## config.mk

```make
export PLATFORM = sky130hd
export DESIGN_NAME = geq_front_flat
export DESIGN_NICKNAME = d
export VERILOG_FILES = /design/src/geq_pkg.sv /design/src/geq_ifs.sv /design/src/geq_front.sv /design/src/flat_wrapper.sv
export SDC_FILE = /design/constraint.sdc
export NUM_CORES = 1
export LEC_CHECK = 0
export BUFFER_PORTS_ARGS = -buffer_cell sky130_fd_sc_hd__clkbuf_2
export CAP_MARGIN = 20
export CORE_MARGIN = 2
export CORE_UTILIZATION = 51
export DETAILED_ROUTE_END_ITERATION = 10
export GPL_ROUTABILITY_DRIVEN = 0
export PLACE_DENSITY = 0.79
export RECOVER_POWER = 100
export SLEW_MARGIN = 20
export SYNTH_ARGS = -nofsm -noshare
export SYNTH_HDL_FRONTEND = slang
export SYNTH_SLANG_ARGS = --single-unit
```

## constraint.sdc

```tcl
create_clock -name clk -period 3.7 [get_ports clk]
set_clock_uncertainty 0.1 [all_clocks]
set_input_delay 0.185 -clock clk [delete_from_list [all_inputs] [get_ports clk]]
set_output_delay 0.185 -clock clk [all_outputs]
set_load 0.01 [all_outputs]
```

## src/geq_pkg.sv

```systemverilog
// Shared types and constants of the ten-band biquad equalizer.
// No dependencies; used by geq_front, geq_back, the top level and the testbench.
package geq_pkg;

  localparam int NUM_SLOTS = 5;
  localparam int SAMPLE_MAX_BITS = 32;

  localparam logic [1:0] CMD_FILTER = 2'd0;
  localparam logic [1:0] CMD_COEF   = 2'd1;
  localparam logic [1:0] CMD_CLEAR  = 2'd2;

  // Coefficient slots
  localparam logic [2:0] SLOT_B0 = 3'd0;
  localparam logic [2:0] SLOT_B1 = 3'd1;
  localparam logic [2:0] SLOT_B2 = 3'd2;
  localparam logic [2:0] SLOT_A1 = 3'd3;
  localparam logic [2:0] SLOT_A2 = 3'd4;

  // Band sequencer phases
  localparam logic [3:0] PH_HIST  = 4'd0;
  localparam logic [3:0] PH_ACC0  = 4'd2;
  localparam logic [3:0] PH_NEG0  = 4'd5;
  localparam logic [3:0] PH_ROUND = 4'd7;
  localparam logic [3:0] PH_WB    = 4'd8;

  typedef enum logic [1:0] {
    OP_SAMPLE,
    OP_PASS,
    OP_COEF,
    OP_CLEAR
  } op_t;

  typedef enum logic [1:0] {
    BK_IDLE,
    BK_RUN,
    BK_DONE
  } bk_state_t;

  typedef struct packed {
    op_t                              op;
    logic                             channel;
    logic signed [SAMPLE_MAX_BITS-1:0] sample;
    logic [3:0]                       band;
    logic [2:0]                       slot;
    logic signed [31:0]               value;
  } item_t;

  function automatic logic signed [63:0] sat_add(logic signed [63:0] a,
                                                 logic signed [63:0] b);
    logic signed [64:0] s;
    s = {a[63], a} + {b[63], b};
    if (s[64] != s[63]) begin
      return s[64] ? {1'b1, 63'd0} : {1'b0, {63{1'b1}}};
    end
    return s[63:0];
  endfunction

endpackage

```

## src/geq_ifs.sv

```systemverilog
// Channel interfaces: sample/command items, result items, bypass writes.
// No dependencies.
interface geq_item_if #(parameter int SAMPLE_BITS = 24);
  logic                          valid;
  logic                          ready;
  logic [1:0]                    cmd;
  logic                          channel;
  logic signed [SAMPLE_BITS-1:0] in_sample;
  logic [3:0]                    band_index;
  logic [2:0]                    coef_select;
  logic signed [31:0]            coef_value;
  modport source (output valid, cmd, channel, in_sample, band_index, coef_select,
                  coef_value, input ready);
  modport sink (input valid, cmd, channel, in_sample, band_index, coef_select,
                coef_value, output ready);
endinterface


interface geq_cfg_if;
  logic valid;
  logic ready;
  logic data;
  modport source (output valid, data, input ready);
  modport sink (input valid, data, output ready);
endinterface

```

## src/geq_front.sv

```systemverilog
// Front end: accepts items, holds the bypass register, classifies items
// and queues them (two entries) for the back end. Depends on geq_pkg, geq_ifs.
module geq_front
  import geq_pkg::*;
#(
  parameter int BANDS    = 10,
  parameter int CHANNELS = 2
) (
  input  logic       clk,
  input  logic       rst_n,
  geq_item_if.sink   in_item,
  geq_cfg_if.sink    cfg_wr,
  output item_t      q_item,
  output logic       q_valid,
  input  logic       q_pop
);

  logic       bypass_r;
  item_t      fifo_r [2];
  logic       wp_r, rp_r;
  logic [1:0] cnt_r;
  logic       accept, keep, push;
  item_t      cls;

  assign cfg_wr.ready = 1'b1;
  assign in_item.ready = (cnt_r != 2'd2);
  assign accept = in_item.valid && in_item.ready;

  always_comb begin
    cls.channel = in_item.channel;
    cls.sample  = SAMPLE_MAX_BITS'(in_item.in_sample);
    cls.band    = in_item.band_index;
    cls.slot    = in_item.coef_select;
    cls.value   = in_item.coef_value;
    cls.op      = OP_CLEAR;
    keep        = 1'b0;
    unique case (in_item.cmd)
      CMD_FILTER: begin
        keep   = 1'b1;
        cls.op = (bypass_r || (32'(in_item.channel) >= CHANNELS)) ? OP_PASS : OP_SAMPLE;
      end
      CMD_COEF: begin
        cls.op = OP_COEF;
        keep   = (32'(in_item.band_index) < BANDS) &&
                 (32'(in_item.coef_select) < NUM_SLOTS);
      end
      CMD_CLEAR: begin
        cls.op = OP_CLEAR;
        keep   = 1'b1;
      end
      default: keep = 1'b0;
    endcase
  end

  assign push    = accept && keep;
  assign q_valid = (cnt_r != 2'd0);
  assign q_item  = fifo_r[rp_r];

  always_ff @(posedge clk) begin
    if (!rst_n) begin
      bypass_r <= 1'b0;
      wp_r     <= 1'b0;
      rp_r     <= 1'b0;
      cnt_r    <= 2'd0;
    end else begin
      if (cfg_wr.valid && cfg_wr.ready) begin
        bypass_r <= cfg_wr.data;
      end
      if (push) begin
        wp_r <= ~wp_r;
      end
      if (q_pop) begin
        rp_r <= ~rp_r;
      end
      cnt_r <= cnt_r + 2'(push) - 2'(q_pop);
    end
  end

  always_ff @(posedge clk) begin
    if (push) begin
      fifo_r[wp_r] <= cls;
    end
  end

endmodule

```

## src/flat_wrapper.sv

```systemverilog
// flat-port wrapper written by rule: the top's interface ports become plain ports
module geq_front_flat import geq_pkg::*;
#(
  parameter int BANDS    = 10,
  parameter int CHANNELS = 2
)
  (clk, rst_n, q_item, q_valid, q_pop, in_item_valid, in_item_cmd, in_item_channel, in_item_in_sample, in_item_band_index, in_item_coef_select, in_item_coef_value, in_item_ready, cfg_wr_valid, cfg_wr_data, cfg_wr_ready);
  geq_item_if in_item_i ();
  geq_cfg_if cfg_wr_i ();
  input  logic clk;
  input  logic rst_n;
  output item_t q_item;
  output logic q_valid;
  input  logic q_pop;
  input wire logic [$bits(in_item_i.valid)-1:0] in_item_valid;
  input wire logic [$bits(in_item_i.cmd)-1:0] in_item_cmd;
  input wire logic [$bits(in_item_i.channel)-1:0] in_item_channel;
  input wire logic [$bits(in_item_i.in_sample)-1:0] in_item_in_sample;
  input wire logic [$bits(in_item_i.band_index)-1:0] in_item_band_index;
  input wire logic [$bits(in_item_i.coef_select)-1:0] in_item_coef_select;
  input wire logic [$bits(in_item_i.coef_value)-1:0] in_item_coef_value;
  output wire logic [$bits(in_item_i.ready)-1:0] in_item_ready;
  input wire logic [$bits(cfg_wr_i.valid)-1:0] cfg_wr_valid;
  input wire logic [$bits(cfg_wr_i.data)-1:0] cfg_wr_data;
  output wire logic [$bits(cfg_wr_i.ready)-1:0] cfg_wr_ready;
  assign in_item_i.valid = in_item_valid;
  assign in_item_i.cmd = in_item_cmd;
  assign in_item_i.channel = in_item_channel;
  assign in_item_i.in_sample = in_item_in_sample;
  assign in_item_i.band_index = in_item_band_index;
  assign in_item_i.coef_select = in_item_coef_select;
  assign in_item_i.coef_value = in_item_coef_value;
  assign in_item_ready = in_item_i.ready;
  assign cfg_wr_i.valid = cfg_wr_valid;
  assign cfg_wr_i.data = cfg_wr_data;
  assign cfg_wr_ready = cfg_wr_i.ready;
  geq_front #(.BANDS(BANDS), .CHANNELS(CHANNELS)) u_core (.clk(clk), .rst_n(rst_n), .in_item(in_item_i), .cfg_wr(cfg_wr_i), .q_item(q_item), .q_valid(q_valid), .q_pop(q_pop));
endmodule
```

==> results.md <==
- Status: finished with violations
- Violated checks: max-capacitance violations, max-slew violations
- IO Count: between 100 and 150
- Detail-routed net length per standard cell: around 16 µm
- Leak: 2.488 nW
- Yosys top cell by area: edfxtp_1
- Syn Std Cell Area: roughly 0.0052 mm²
- Mux contribution to synthesized area: 0.1472
- Synth area leaders: edfxtp_1 76%, mux2_2 14%, dfxtp_1 2.3%
- Total Power Consumption: around 4.1 mW
- Fraction of registers with async set/reset: 0
- Critical path class: reg -> out
- CTS resizes: 0
- Reg-to-Reg Start: u_core.cnt_r[0]$_SDFF_PN0_
- Top-count cell post-synth: edfxtp_1
- Number of flops mapped to enable cells by yosys: 132
- Switching share of power: 0.2348
- CP Data Arrival Time: 2670 ps
- Total wire length: between 10 and 15 mm
- Diode count: 0
- Total CTS buffers: 17
- Worst skew pair latency: roughly 510 ps
- Worst path slowest cell: dfxtp_2
- Yosys warning count: 0
- Total grt overflow: 0
- HP Class: in -> reg
- Critical Path End Type: output port
- Worst Path Max Fanout: 33
- Initial antenna violation count: 0
- Routed Antenna Nets: 0
- Crit path cell chain: clkbuf_1 -> mux2_2 -> clkbuf_1
- Setup ws final: approximately 740 ps
- P_int: 3.169 mW
- Finished Layout Cells: slightly above 600
- Synth Flop Type: edfxtp_1
- DR DRC count: 0
- Hold Vio Cnt, Final: 0
- Largest stage delay on the critical path: about 850 ps
- Clock sinks: about 140
- Combinational power share: 0.136
- Vias: slightly below 3,000
- Gate Count Post-Synth: 250
- Final setup violation count: 0
- Placed instance count: just over 500
- Cells on worst reg2reg path: 4
- Vias in the first global route: about 3,200
- Hold_ws: 265.6 ps
- Post-DP HPWL: 5.533 mm
- Simple-gate share of the synthesized area: 0.01979
- Final Max Slew Viols: 67
- Max clock buf depth: 2
- Post-route cell area: ~0.0071 mm²
- Top cells by count, synth: 132 x edfxtp_1, 66 x mux2_2, 10 x buf_4, 6 x dfxtp_1, 5 x and2_1
- Clock Power Share: 0.397
- DR vias/cell: approximately 4.8
- Avg Inst Size Synth: roughly 21 µm²
- GRT Total Usage: 0.1889
- Worst Hold Path Cells: 5
- Port Buffers: about 150
- Sequential power share: 0.467
- Max Clk Rate: 338.2 MHz
- DRT Pass-1 Iters: 4
- Die span in x: 104.8 µm
- Synthesized flop and latch total: about 140
- Reg2reg setup slack: 820 ps
- DIE AREA: roughly 0.011 mm²
- Final #Nets: 550
- Clock transition at the registers of the reported paths: ~60 ps
- P_sw: 0.9724 mW
- Placed inst area: approximately 0.006 mm²
- TNS Setup: 0 ps
- RSZ-0062 raised after global routing: no
- Synth unique cells: 24
- Core area: 0.009819 mm²
- Row count: 36
- Fin util: 0.7278
- PwrDens: between 500 and 600 mW/mm²
- Fraction of layout cells with a size suffix above 1: 0.2720
- Relative slew slack: -0.05651
- DRT iter0 DRCs: just over 90
- Largest net degree at the start of global routing: 67
- Buf/Inv on CP: 2
- Post-synth net total: between 300 and 400
- Period utilisation layout: 0.7991
- Max-Cap Viols: 1
- H-tree levels: 4
- Peak supply drop: about 0.37 mV
- CTS tree: built
- Die height: around 100 µm
- Delay-heaviest family, CP: buffers and inverters
- First-pass GRT wire length: 15.49 mm
- Synth Area in XOR/XNOR: 0.005068
- Hold path startpoint: in_item_valid
- Worst hold path endpoint: u_core.cnt_r[0]$_SDFF_PN0_
- Post-synth top area share: 0.7645
- CP required: 3410 ps
- P&R area growth vs syn: 37.84%
- DP Worst Slack: approximately 1300 ps
- Final Critical Period: 2957 ps
- Slew @ Worst Pin: about 1600 ps
- Root Driver: clkbuf_8
- Post-synthesis compound-gate area fraction: 0.007481
- CP dominant cell by count: clkbuf_1
- Post-synthesis adder-cell area fraction: 0.004826
- Layout fillers: between 600 and 700
- Startpoint Class: register
- Post-synthesis sequential area ratio: 0.7876
- Initial core utilization: 0.5280
- FF-to-FF End: u_core.fifo_r[1][45]$_DFFE_PP_
- Largest family of logic cells by synthesized area: multiplexers
==> per-layer routing <==
metal / GRT usage / part of all wire
met1: 0.2050 / 0.39
met2: 0.3381 / 0.53
met3: 0.06862 / 0.057
met4: 0.06857 / 0.018
met5: 0 / 0
==> worst max-delay path by stage <==
stage                          startpoint  slack, ps  depth (start not counted)                              to
5_1_grt                          register        550                          3                      q_item[45]
3_5_place_dp        in_item_band_index[2]       1300                          6  u_core.fifo_r[0][49]$_DFFE_PP_
4_1_cts                          register       1110                          3                      q_item[33]
2_1_floorplan  u_core.cnt_r[0]$_SDFF_PN0_        810                          4   u_core.fifo_r[1][0]$_DFFE_PP_
6_report                         register        740                          3                       q_item[5]
3_3_place_gp        in_item_band_index[2]       1330                          6  u_core.fifo_r[0][19]$_DFFE_PP_
==> cell usage in the layout, fill, tap and decap left out, types with 3 or more instances in the layout <==
| cell | instances |
|---|---|
| dlygate4sd3_1 | 73 |
| mux2_2 | 63 |
| and2_0 | 3 |
| mux2_1 | 3 |
| edfxtp_1 | 132 |
| bufinv_16 | 3 |
| clkbuf_16 | 16 |
| clkinv_4 | 4 |
| clkbuf_1 | 115 |
| clkbuf_2 | 32 |
| dfxtp_1 | 5 |
| inv_1 | 3 |
==> state kept, by name (all words and copies together), names as in the netlist, named ones only <==
signal and cells:
u_core.bypass_r 1, u_core.cnt_r 2, u_core.fifo_r 132, u_core.rp_r 1, u_core.wp_r 1
==> cells by family after synthesis <==
| group | Yosys count |
|---|---|
| XOR/XNOR | 3 |
| AO/OA/AOI/OAI | 4 |
| flip-flops | 138 |
| multiplexers | 68 |
| adder cells (fa/ha/maj) | 2 |
| other | 1 |
| AND/OR/NAND/NOR | 15 |
| buffers and inverters | 19 |
==> cell type report <==
| type | count | area, µm² | area share |
|---|---|---|---|
| clock inverter | 15 | 175.2 | 0.02451 |
| timing repair buffer | 223 | 1354 | 0.1894 |
| sequential | 138 | 4085 | 0.5716 |
| multi-input combinational | 93 | 940.9 | 0.1317 |
| tap | 133 | 166.4 | 0.02328 |
| clock buffer | 17 | 414.1 | 0.05795 |
| inverter | 3 | 11.26 | 0.001576 |
==> worst register-to-register path, cell delays in order, from the launching register on <==
cell      delay (ps)
dfxtp_1          330
nand2b_1         220
nand2_4           70
o31ai_1          410
and2_2          1300
==> power groups by stage <==
stage          Combinational, mW  Clock [mW]  Sequential (mW)
3_5_place_dp               0.541           0             1.97
2_1_floorplan              0.351           0             1.95
4_1_cts                    0.607        1.66             1.94
6_report                   0.564        1.64             1.93
5_1_grt                    0.610        1.74             1.95
3_3_place_gp               0.533           0             1.96
==> timing repair <==
action,CTS,global route
setup endpoints to repair,0,0
endpoints found under the hold margin,138,0
hold buffers,73,0
buffers inserted,0,0
(Power assumes the default switching activity.)
